[src/design/mailbox_tx_queue_controller_unit_defines.svh]
// assertion macros for the mailbox transmit queue controller
`ifndef MAILBOX_TX_QUEUE_CONTROLLER_UNIT_DEFINES_SVH
`define MAILBOX_TX_QUEUE_CONTROLLER_UNIT_DEFINES_SVH
`ifndef NO_ASSERTIONS
// antecedent implies consequent in the same cycle
`define MTQ_ASSERT_IMP(label, clk, rst_n, ante, cons) \
    label: assert property (@(posedge clk) disable iff (!rst_n) (ante) |-> (cons)) \
        else $error("mtq check failed");
// antecedent implies consequent in the next cycle
`define MTQ_ASSERT_NXT(label, clk, rst_n, ante, cons) \
    label: assert property (@(posedge clk) disable iff (!rst_n) (ante) |=> (cons)) \
        else $error("mtq check failed");
`else
`define MTQ_ASSERT_IMP(label, clk, rst_n, ante, cons)
`define MTQ_ASSERT_NXT(label, clk, rst_n, ante, cons)
`endif
`endif

[src/design/mtq_pkg.sv]
`default_nettype none

package mtq_pkg;

    // default sizes
    localparam int DEF_NUM_CHANNELS = 16;
    localparam int DEF_QUEUE_DEPTH  = 16;

    // depth of the command queue between front and back
    localparam int CMDQ_DEPTH = 2;

    // register port
    localparam int              REG_ADDR_W       = 2;
    localparam logic [REG_ADDR_W-1:0] ADDR_DONE_METHOD = 2'd0;

    // request codes
    localparam logic [2:0] REQ_SEND      = 3'd0;
    localparam logic [2:0] REQ_CTRL_DONE = 3'd1;
    localparam logic [2:0] REQ_ACK_DONE  = 3'd2;
    localparam logic [2:0] REQ_POLL      = 3'd3;
    localparam logic [2:0] REQ_CLAIM     = 3'd4;
    localparam logic [2:0] REQ_RELEASE   = 3'd5;

    // done methods
    localparam logic [1:0] METHOD_IRQ  = 2'd0;
    localparam logic [1:0] METHOD_POLL = 2'd1;
    localparam logic [1:0] METHOD_ACK  = 2'd2;

    // classified operation handed to the back part
    typedef enum logic [2:0] {
        OP_SEND,
        OP_UNOWNED,
        OP_DONE,
        OP_ACK,
        OP_POLL,
        OP_CLAIM,
        OP_RELEASE,
        OP_REJECT
    } op_t;

    // result kinds
    typedef enum logic [2:0] {
        KIND_QUEUED      = 3'd0,
        KIND_FULL        = 3'd1,
        KIND_UNOWNED     = 3'd2,
        KIND_DISPATCHED  = 3'd3,
        KIND_COMPLETED   = 3'd4,
        KIND_NOT_ALLOWED = 3'd5
    } kind_t;

    // back part sequencer
    typedef enum logic [1:0] {
        BK_IDLE,
        BK_LOOK,
        BK_DISP,
        BK_CMPL
    } bk_state_t;

    // one queued command word
    typedef struct packed {
        op_t         op;
        logic [3:0]  channel;
        logic [31:0] message;
        logic        status;
        logic        accepts;
        logic        rdone;
        logic        ack_flag;
    } cmd_t;

endpackage

`default_nettype wire

[src/design/mtq_front.sv]
`default_nettype none

module mtq_front import mtq_pkg::*; #(
    parameter int NUM_CHANNELS = DEF_NUM_CHANNELS
) (
    input  logic        start,
    output logic        busy,
    input  logic [2:0]  req_type,
    input  logic [3:0]  channel,
    input  logic [31:0] message,
    input  logic        done_status,
    input  logic        link_accepts,
    input  logic        remote_done,
    input  logic        client_acks,
    input  logic [1:0]  done_method,
    input  logic        cq_full,
    output logic        cq_push,
    output cmd_t        cq_cmd
);

    logic ch_ok;
    logic keep;

    assign ch_ok = {28'b0, channel} < 32'(NUM_CHANNELS);

    // classify the request against the done method
    always_comb
    begin
        keep             = ch_ok;
        cq_cmd.op        = OP_REJECT;
        cq_cmd.channel   = channel;
        cq_cmd.message   = message;
        cq_cmd.status    = done_status;
        cq_cmd.accepts   = link_accepts;
        cq_cmd.rdone     = remote_done;
        cq_cmd.ack_flag  = (done_method == METHOD_POLL) && client_acks;
        unique case (req_type)
            REQ_SEND:
            begin
                keep      = 1'b1;
                cq_cmd.op = ch_ok ? OP_SEND : OP_UNOWNED;
            end
            REQ_CTRL_DONE:
            begin
                cq_cmd.op = (done_method == METHOD_IRQ) ? OP_DONE : OP_REJECT;
            end
            REQ_ACK_DONE:
            begin
                if (done_method == METHOD_ACK)
                begin
                    cq_cmd.op = OP_DONE;
                end
                else if (done_method == METHOD_POLL)
                begin
                    cq_cmd.op = OP_ACK;
                end
                else
                begin
                    cq_cmd.op = OP_REJECT;
                end
            end
            REQ_POLL:
            begin
                cq_cmd.op     = (done_method == METHOD_POLL) ? OP_POLL : OP_REJECT;
                cq_cmd.status = 1'b0;
            end
            REQ_CLAIM:
            begin
                cq_cmd.op = OP_CLAIM;
            end
            REQ_RELEASE:
            begin
                cq_cmd.op = OP_RELEASE;
            end
            default:
            begin
                keep = 1'b0;
            end
        endcase
    end

    // accept while the command queue has room
    assign busy    = cq_full;
    assign cq_push = start && !busy && keep;

endmodule

`default_nettype wire

[config.mk]
export PLATFORM = sky130hd
export DESIGN_NAME = mtq_front
export DESIGN_NICKNAME = d
export VERILOG_FILES = /design/src/design/mailbox_tx_queue_controller_unit_defines.svh /design/src/design/mtq_pkg.sv /design/src/design/mtq_front.sv
export SDC_FILE = /design/constraint.sdc
export NUM_CORES = 1
export LEC_CHECK = 0
export BUFFER_PORTS_ARGS = -buffer_cell sky130_fd_sc_hd__buf_4
export CAP_MARGIN = 20
export CORE_UTILIZATION = 27
export DETAILED_ROUTE_END_ITERATION = 6
export PLACE_DENSITY = 0.94
export SLEW_MARGIN = 20
export SYNTH_ARGS = -nofsm -noshare
export SYNTH_HDL_FRONTEND = slang
export SYNTH_SLANG_ARGS = --single-unit
[constraint.sdc]
create_clock -name vclk -period 2.2
set_input_delay 0.33 -clock vclk [all_inputs]
set_output_delay 0.33 -clock vclk [all_outputs]
set_load 0.02 [all_outputs]
==> results.yml <==
outcome:
  outcome: "complete, no violations"
layout:
  clock_buffers: 0
  area_growth_pct: -34.8
  antenna_cells: 0
  drive_gt1_share_pct: 41.0
  utilization_pct: 19.0
  area.sequential_sq_um: 0
  fin_nets: 91
  layout_commonest_cell: "buf_4"
  fillCellCount: 166
  multi_input_comb_area_sq_um: 131
  post_layout_nonfiller_instances: 55
  layout_common_cells: "buf_4, inv_1, ha_1"
  nFlopsAndLatches: 0
  final_area_sq_um: 287
placement:
  gp_congestion: 0.815
  dp.cells: 55
  port_buffers: 16
  placed_cell_area_sq_um: 287
global_routing:
  antenna_found_initial: 0
  grtUsageMet2_pct: 8.31
  grt_pass1_vias: 205
  met3_usage_pct: 6.03
  track_usage_pct: 5.65
  grtUsageMet1_pct: 5.19
  overflow: 0
  grt_max_degree: 9
  grt_pass1_wl_um: 841
  gr-max-usage-layer: "met2"
timing:
  layout_min_cycle_time_ns: 1.57
  setup_viol: 0
  tightest_slew_ns: 0.179
  hold_ws_ns: 0.660
  hold_viol: 0
  fin_crit_sh_pct: 71.3
  fin_tns_setup_ns: 0
  max_clock_freq_ghz: 0.638
  drv_slew: 0
  slew_headroom_pct: 88.0
  rsz0062_at_grt: "false"
job:
  cap_violations: 0
floorplanning:
  initial_core_util_pct: 29.2
  die_h_um: 42.3
  fp.dieW_um: 42.3
  rows: 14
  io-pin-count: 92
  coreArea_sq_mm: 0.00151
  die-area_sq_mm: 0.00179
detailed_routing:
  postRouteWirelength_um: 604
  post_drt_wl_per_cell_um: 11.0
  vias: 254
  via_per_inst: 4.62
  ant_nets: 0
  drt_drc_violations_left: 0
  initialDrtViolationCount: 2
  drtPass1Iterations: 2
critical_path:
  start_kind: "primary input"
  path_cells: "buf_4, inv_1, ha_1, and2b_1, o21ai_1, nand3_1, buf_4"
  slowest_stage: "ha_1"
  crit_arrival_ns: 1.24
  cp_max_fo: 3
  cp_common_cell: "buf_4"
  cpPeakStageDelay_ns: 0.18
  required_ns: 1.87
  crit_path_end_kind: "output port"
  critical_path_class: "primary input to output port"
clocking:
  postCtsSetupBuffers: 0
  postCtsHoldBufs: 0
  cts_resized: 0
logic_synthesis:
  netlist_area_sq_um: 439
  yosysWarningCount: 0
  synth_cells: 62
  syn-num-nets: 112
  postSynthAreaPerCell_sq_um: 7.08
  ys_seq_area_share_pct: 0
  synth_cell_types: 17
power:
  p_leak_nw: 0.153
  irDropWorstVdd_mv: 0.0694
  power_density_mw_per_mm2: 199
min_path:
  min_path_type: "primary input to output port"
-- area by class of cell --
cell class | instances | area share, %
timing repair buffer | 16 | 41.9
inverter | 4 | 5.24
tap | 16 | 6.99
multi-input combinational | 19 | 45.9
-- layer usage --
layer / part of all wire (%) / up-vias
met5: 0 / -
met4: 0 / 0
met3: 23 / 0
met2: 48 / 29
met1: 29 / 114
li1: - / 111
-- critical path: cells and delay by family --
family / cells / cell delay (ns)
buf+inv: 3 / 0.33
simple gates: 2 / 0.26
fa+ha+maj: 1 / 0.18
compound gates: 1 / 0.13
-- report_power, final --
| part | switching (mW) | leakage, nW | total, mW | internal (mW) |
|---|---|---|---|---|
| Sequential | 0 | 0 | 0 | 0 |
| Clock | 0 | 0 | 0 | 0 |
| Combinational | 0.0279 | 0.153 | 0.0571 | 0.0293 |
| Total | 0.0279 | 0.153 | 0.0571 | 0.0293 |
-- synth_stat cells --
library cell  number  area share [%]
o21bai_1           1             1.7
buf_4             39              67
o21ai_1            1             1.1
and2b_1            1             1.7
and2_1             1             1.4
a21oi_1            1             1.1
a211oi_1           1             1.7
inv_1              4             3.4
nor2_1             2             1.7
ha_1               3             8.5
a21boi_1           1             1.7
nand2b_1           1             1.4
nor3_1             1             1.1
nand3_1            1             1.1
a31oi_1            1             1.4
o21ai_0            1             1.1
nor2b_1            2             2.8
-- metrics by stage --
| stage | worst slack [ns] | total power [mW] |
|---|---|---|
| floorplan | 0.780 | 0.129 |
| global placement | 0.666 | 0.0566 |
| detailed placement | 0.618 | 0.0576 |
| CTS | 0.618 | 0.0577 |
| global route | 0.513 | 0.0623 |
| finish | 0.632 | 0.0571 |
-- kinds of logic after synthesis --
logic type	count (synthesis)	share of synthesized area [%]
AOI/OAI and AO/OA	7	9.97
and+or+nand+nor	9	11.4
buffers and inverters	43	70.1
adders and majority gates	3	8.55
-- final timing paths --
kind                           start          to  slack [ns]  cells after the start
worst max-delay path  done_method[1]  cq_cmd[40]        0.63                      7
worst min-delay path     message[13]  cq_cmd[17]        0.66                      0
No activity file was read; power rests on OpenSTA's default activity.
