<file path="config.mk">
export PLATFORM = sky130hd
export DESIGN_NAME = mtq_cmd_fifo
export DESIGN_NICKNAME = d
export VERILOG_FILES = /design/src/design/mailbox_tx_queue_controller_unit_defines.svh /design/src/design/mtq_pkg.sv /design/src/design/mtq_cmd_fifo.sv
export SDC_FILE = /design/constraint.sdc
export NUM_CORES = 1
export LEC_CHECK = 0
export ABC_AREA = 1
export BUFFER_PORTS_ARGS = -buffer_cell sky130_fd_sc_hd__buf_2
export CAP_MARGIN = 20
export CORE_ASPECT_RATIO = 1.2
export CORE_MARGIN = 8
export CORE_UTILIZATION = 47
export CTS_CLUSTER_SIZE = 10
export DETAILED_ROUTE_END_ITERATION = 10
export GPL_TIMING_DRIVEN = 0
export PLACE_DENSITY_LB_ADDON = 0.1
export SLEW_MARGIN = 5
export SYNTH_ARGS = -nofsm -noshare
export SYNTH_HDL_FRONTEND = slang
export SYNTH_SLANG_ARGS = --single-unit
</file>
<file path="constraint.sdc">
create_clock -name clk -period 2.84 [get_ports clk]
set_clock_uncertainty 0.2 [all_clocks]
set_input_delay 0.284 -clock clk [delete_from_list [all_inputs] [get_ports clk]]
set_output_delay 0.284 -clock clk [all_outputs]
set_load 0.005 [all_outputs]
</file>
<file path="src/design/mailbox_tx_queue_controller_unit_defines.svh">
// assertion macros for the mailbox transmit queue controller
`ifndef MAILBOX_TX_QUEUE_CONTROLLER_UNIT_DEFINES_SVH
`define MAILBOX_TX_QUEUE_CONTROLLER_UNIT_DEFINES_SVH
`ifndef NO_ASSERTIONS
// antecedent implies consequent in the same cycle
`define MTQ_ASSERT_IMP(label, clk, rst_n, ante, cons) \
    label: assert property (@(posedge clk) disable iff (!rst_n) (ante) |-> (cons)) \
        else $error("mtq check failed");
// antecedent implies consequent in the next cycle
`define MTQ_ASSERT_NXT(label, clk, rst_n, ante, cons) \
    label: assert property (@(posedge clk) disable iff (!rst_n) (ante) |=> (cons)) \
        else $error("mtq check failed");
`else
`define MTQ_ASSERT_IMP(label, clk, rst_n, ante, cons)
`define MTQ_ASSERT_NXT(label, clk, rst_n, ante, cons)
`endif
`endif

</file>
<file path="src/design/mtq_pkg.sv">
`default_nettype none

package mtq_pkg;

    // default sizes
    localparam int DEF_NUM_CHANNELS = 16;
    localparam int DEF_QUEUE_DEPTH  = 16;

    // depth of the command queue between front and back
    localparam int CMDQ_DEPTH = 2;

    // register port
    localparam int              REG_ADDR_W       = 2;
    localparam logic [REG_ADDR_W-1:0] ADDR_DONE_METHOD = 2'd0;

    // request codes
    localparam logic [2:0] REQ_SEND      = 3'd0;
    localparam logic [2:0] REQ_CTRL_DONE = 3'd1;
    localparam logic [2:0] REQ_ACK_DONE  = 3'd2;
    localparam logic [2:0] REQ_POLL      = 3'd3;
    localparam logic [2:0] REQ_CLAIM     = 3'd4;
    localparam logic [2:0] REQ_RELEASE   = 3'd5;

    // done methods
    localparam logic [1:0] METHOD_IRQ  = 2'd0;
    localparam logic [1:0] METHOD_POLL = 2'd1;
    localparam logic [1:0] METHOD_ACK  = 2'd2;

    // classified operation handed to the back part
    typedef enum logic [2:0] {
        OP_SEND,
        OP_UNOWNED,
        OP_DONE,
        OP_ACK,
        OP_POLL,
        OP_CLAIM,
        OP_RELEASE,
        OP_REJECT
    } op_t;

    // result kinds
    typedef enum logic [2:0] {
        KIND_QUEUED      = 3'd0,
        KIND_FULL        = 3'd1,
        KIND_UNOWNED     = 3'd2,
        KIND_DISPATCHED  = 3'd3,
        KIND_COMPLETED   = 3'd4,
        KIND_NOT_ALLOWED = 3'd5
    } kind_t;

    // back part sequencer
    typedef enum logic [1:0] {
        BK_IDLE,
        BK_LOOK,
        BK_DISP,
        BK_CMPL
    } bk_state_t;

    // one queued command word
    typedef struct packed {
        op_t         op;
        logic [3:0]  channel;
        logic [31:0] message;
        logic        status;
        logic        accepts;
        logic        rdone;
        logic        ack_flag;
    } cmd_t;

endpackage

`default_nettype wire

</file>
<file path="src/design/mtq_cmd_fifo.sv">
`default_nettype none

module mtq_cmd_fifo import mtq_pkg::*; (
    input  logic clk,
    input  logic rst_n,
    input  logic push,
    input  cmd_t push_cmd,
    output logic full,
    output logic head_valid,
    output cmd_t head_cmd,
    input  logic pop
);

    localparam int PTR_W = (CMDQ_DEPTH > 1) ? $clog2(CMDQ_DEPTH) : 1;
    localparam int CNT_W = $clog2(CMDQ_DEPTH + 1);

    cmd_t             entry_reg [CMDQ_DEPTH];
    logic [PTR_W-1:0] wr_ptr_reg;
    logic [PTR_W-1:0] wr_ptr_next;
    logic [PTR_W-1:0] rd_ptr_reg;
    logic [PTR_W-1:0] rd_ptr_next;
    logic [CNT_W-1:0] cnt_reg;
    logic [CNT_W-1:0] cnt_next;

    assign full       = (cnt_reg == CNT_W'(CMDQ_DEPTH));
    assign head_valid = (cnt_reg != '0);
    assign head_cmd   = entry_reg[rd_ptr_reg];

    // pointer and fill count update
    always_comb
    begin
        wr_ptr_next = wr_ptr_reg;
        rd_ptr_next = rd_ptr_reg;
        cnt_next    = cnt_reg;
        if (push)
        begin
            wr_ptr_next = (wr_ptr_reg == PTR_W'(CMDQ_DEPTH - 1)) ? '0 : wr_ptr_reg + 1'b1;
        end
        if (pop)
        begin
            rd_ptr_next = (rd_ptr_reg == PTR_W'(CMDQ_DEPTH - 1)) ? '0 : rd_ptr_reg + 1'b1;
        end
        if (push && !pop)
        begin
            cnt_next = cnt_reg + 1'b1;
        end
        else if (pop && !push)
        begin
            cnt_next = cnt_reg - 1'b1;
        end
    end

    always_ff @(posedge clk or negedge rst_n)
    begin
        if (!rst_n)
        begin
            wr_ptr_reg <= '0;
            rd_ptr_reg <= '0;
            cnt_reg    <= '0;
        end
        else
        begin
            wr_ptr_reg <= wr_ptr_next;
            rd_ptr_reg <= rd_ptr_next;
            cnt_reg    <= cnt_next;
        end
    end

    // entry storage
    always_ff @(posedge clk)
    begin
        if (push)
        begin
            entry_reg[wr_ptr_reg] <= push_cmd;
        end
    end

endmodule

`default_nettype wire

</file>
==> results.txt <==
The signed area change from the synthesized netlist to the final layout came out at 36.8%. The biggest area contributor in the post-synthesis netlist is sky130_fd_sc_hd__edfxtp_1. The placed instances occupy a cell area of 4130 sq um.

In the global route stage, overall resource usage came out at 0.125. The via count of the first global-routing pass came to 2082. The commonest cells after synthesis are sky130_fd_sc_hd__edfxtp_1 (86), sky130_fd_sc_hd__mux2_4 (39), sky130_fd_sc_hd__inv_1 (7). Setup violations remaining at the end of the flow were counted as 0. The critical path data required time came out at 2.36 ns.

The fraction of the cycle the final worst path needs is 0.687. The hold violation total from the final report is 0. The critical path is of the reg -> out type.

Counting every net in the synthesized netlist gives 207. The worst register-to-register path begins at wr_ptr_reg. The initial core utilization came out at 0.485.

The register clock-pin slew on the reported worst setup and hold paths came out at 0.08 ns. In this run the register-to-register setup slack is 1.12 ns. The CTS tree is yes. In the synthesized netlist the dominant register cell turns out to be sky130_fd_sc_hd__edfxtp_1. The gate count of the mapped netlist came out at 159. The leakage power summed over all cells is 1.99 nW. The worst setup path is launched from a register. The TritonCTS buffer count came out at 9. The most critical setup path has its endpoint at head_cmd[32].

Setup repair after global routing left no endpoint under its margin. The sequential fraction of the synthesis area is 0.764. STA classifies the critical path endpoint as an output port.

The worst setup slack before clock tree synthesis is 1.08 ns. The endpoint of the worst-slack reg-to-reg timing path is entry_reg[0][41]. The distinct cell type count after synthesis is 14.

The proportion of netlist area held by the largest area contributor came out at 0.736. The flow ran to the end, and the final reports show no timing, DRC or antenna violations. The clock latency on the worst-skew pair came out at 0.34 ns. The number of flip-flops and latches in the synthesized netlist came out at 90. Entering global routing, the biggest net connects 26 pins. Of the total power, registers draw 0.439. The headroom to the max-slew limit came out at 0.604. The average wire per cell in the routed design is 15.9 microns. Of the total power, the share spent switching nets is 0.263. The buffer levels on the longest clock path came out at 2. Summed over all layers, the routed wires come to 6.41 mm. Of all nets on the critical path, the largest fanout is 10.

The worst-case setup margin in the final layout came out at 0.889 ns. The overall overflow remaining after global route is 0. The antenna diode instance count is 0. Once layout is done, the placed cells without fillers occupy 4800 sq um. The power density of the placed cells came out at 873 nW/um^2.

Counting flops with an async set or reset pin after synthesis yields a share of 0.0444. The width of the die is 94.9 microns. The maximum operating frequency came out at 0.513 GHz. The sequential cell area in the final layout is 2680 sq um. The worst path arrival time came out at 1.47 ns.

The pre-antenna-repair detailed-routing pass consisted of 4 iterations. The number of standard cells in the final layout excluding fillers came out at 404. Measured in cells, the most critical reg-to-reg path has a length of 2. The routed via count is 1882. The count of nets left with antenna violations after detail routing came out at 0. After detailed routing, the number of remaining DRC violations is 0. Buffers placed on the I/O ports in this run total 91.

The synthesized netlist occupies a cell area of 3510 sq um. The worst-margin pin slew is 0.592 ns. The area occupied by multi-input gates is 718 sq um.

The floorplan row count came out at 34. The placed cell count is 342. The synthesized area per cell is 22.1 sq um. The first-pass GRT wire length is 9.94 mm. The count of cells resized by post-cts repair is 0. The region available for standard cell placement spans 7230 sq um. In this run, synthesis inferred 86 flip-flops with an integrated enable.

The shortest clock period the worst path allows after layout is 1.95 ns. The max-slew violation total from the final report came out at 0. The register with the most flip-flops in the layout has 86 of them. The internal power consumption is 3.09 mW. The die extent in y came out at 111 microns.

The number of top-level pins is 92. In this run the power spent charging and discharging nets is 1.10 mW. The reported max-cap violation count came out at 0. Counting the fill cells in the layout gives 525.

The share of total power dissipated in the clock network is 0.219. The number of design-rule violations left by the first detailed-router iteration came out at 49. The leading cell type by number of instances after synthesis is sky130_fd_sc_hd__edfxtp_1.

The fraction of layout cells with a size suffix above 1 is 0.503. The cell sitting at the root of the clock tree is a sky130_fd_sc_hd__clkbuf_8. The H-tree was split into 3 levels.

The detailed placement HPWL is 4.21 mm. The clock sink count came out at 90. The floorplan step defined a die boundary enclosing 10500 sq um. The number of antenna violations at the first check in global routing is 0. The type of the tightest min-delay check is in -> async. The congestion estimate from routability-driven global placement came to 0.709. The peak ir drop on the vdd network is 524 uV. The count of nets after finishing came out at 357. The logic gate share of total power came out at 0.343. In the post-synthesis netlist, the biggest area contributors are sky130_fd_sc_hd__edfxtp_1 (74%), sky130_fd_sc_hd__mux2_4 (17%), sky130_fd_sc_hd__dfrtp_1 (2.9%).

Tracing the worst setup path back leads to its startpoint at rd_ptr_reg. The synthesis warning total came out at 0. The per-cell via count in the routed design is 4.66.
-- worst max-delay path: stages, from the launching register on --
cell and delay [ns]:
sky130_fd_sc_hd__dfrtp_1 0.38, sky130_fd_sc_hd__buf_6 0.16, sky130_fd_sc_hd__buf_12 0.16, sky130_fd_sc_hd__mux2_4 0.30, sky130_fd_sc_hd__buf_2 0.13
-- stage by stage --
step / setup TNS [ns] / hold WS [ns] / total power, mW / utilization
2_1_floorplan: 0 / -0.212 / 2.79 / -
3_3_place_gp: -0.993 / -0.108 / 3.25 / 0.564
3_5_place_dp: 0 / -0.106 / 3.30 / 0.571
4_1_cts: 0 / 0.0417 / 4.27 / 0.664
5_1_grt: 0 / 0.0439 / 4.40 / 0.664
6_report: 0 / 0.0610 / 4.19 / 0.664
-- worst min-delay path by stage --
| stage | from | end | slack [ns] | cells past startpoint |
|---|---|---|---|---|
| 6_report | rst_n | wr_ptr_reg | 0.06 | 2 |
| 5_1_grt | rst_n | wr_ptr_reg | 0.04 | 2 |
| 4_1_cts | rst_n | cnt_reg[0] | 0.04 | 2 |
| 3_5_place_dp | rst_n | cnt_reg[0] | -0.11 | 1 |
| 3_3_place_gp | rst_n | cnt_reg[0] | -0.11 | 1 |
| 2_1_floorplan | rst_n | cnt_reg[0] | -0.21 | 0 |
-- timing repair --
| action | 4_1_cts | 5_1_grt |
|---|---|---|
| hold endpoints to repair | 92 | 0 |
| setup buffers | 0 | 0 |
| hold buffers | 46 | 0 |
-- cell usage in the layout (no fill, tap or decap), types with 4 or more instances in the layout --
cell type / n
sky130_fd_sc_hd__mux2_2: 4
sky130_fd_sc_hd__dfrtp_1: 4
sky130_fd_sc_hd__dlygate4sd3_1: 46
sky130_fd_sc_hd__nand2_1: 6
sky130_fd_sc_hd__buf_12: 6
sky130_fd_sc_hd__buf_2: 91
sky130_fd_sc_hd__mux2_4: 39
sky130_fd_sc_hd__edfxtp_1: 86
sky130_fd_sc_hd__clkbuf_8: 9
sky130_fd_sc_hd__inv_1: 6
-- logic make-up (layout without fill, tap and decap cells) --
family	count (synthesis)	in the layout	share of synthesized area
fa+ha+maj	1	1	0.00356
xor+xnor	3	3	0.00749
mux	43	43	0.180
simple gates	10	10	0.0118
flops	90	90	0.764
buf+inv	12	167	0.0335
-- layout make-up --
type,count,share of cell area
flip-flops and latches,90,0.558
clock buffers,9,0.0258
inverters,7,0.00547
plain buffers,5,0.0190
repair buffers,139,0.199
clock inverters,7,0.0195
multi-input cells,57,0.149
well taps,90,0.0234
-- per-layer routing --
layer / vias to the layer above / track usage / share of wire
met5: - / 0 / 0
met4: 0 / 0.0626 / 0.015
met2: 57 / 0.230 / 0.54
met1: 911 / 0.121 / 0.38
li1: 903 / - / -
met3: 11 / 0.0359 / 0.065
-- power by group through the flow --
stage	Sequential [mW]	Combinational (mW)	Clock, mW
6_report	1.84	1.44	0.917
4_1_cts	1.84	1.48	0.950
3_3_place_gp	1.87	1.38	0
2_1_floorplan	1.85	0.937	0
3_5_place_dp	1.87	1.43	0
5_1_grt	1.86	1.55	0.982
Power figures use the tool's default switching activity.
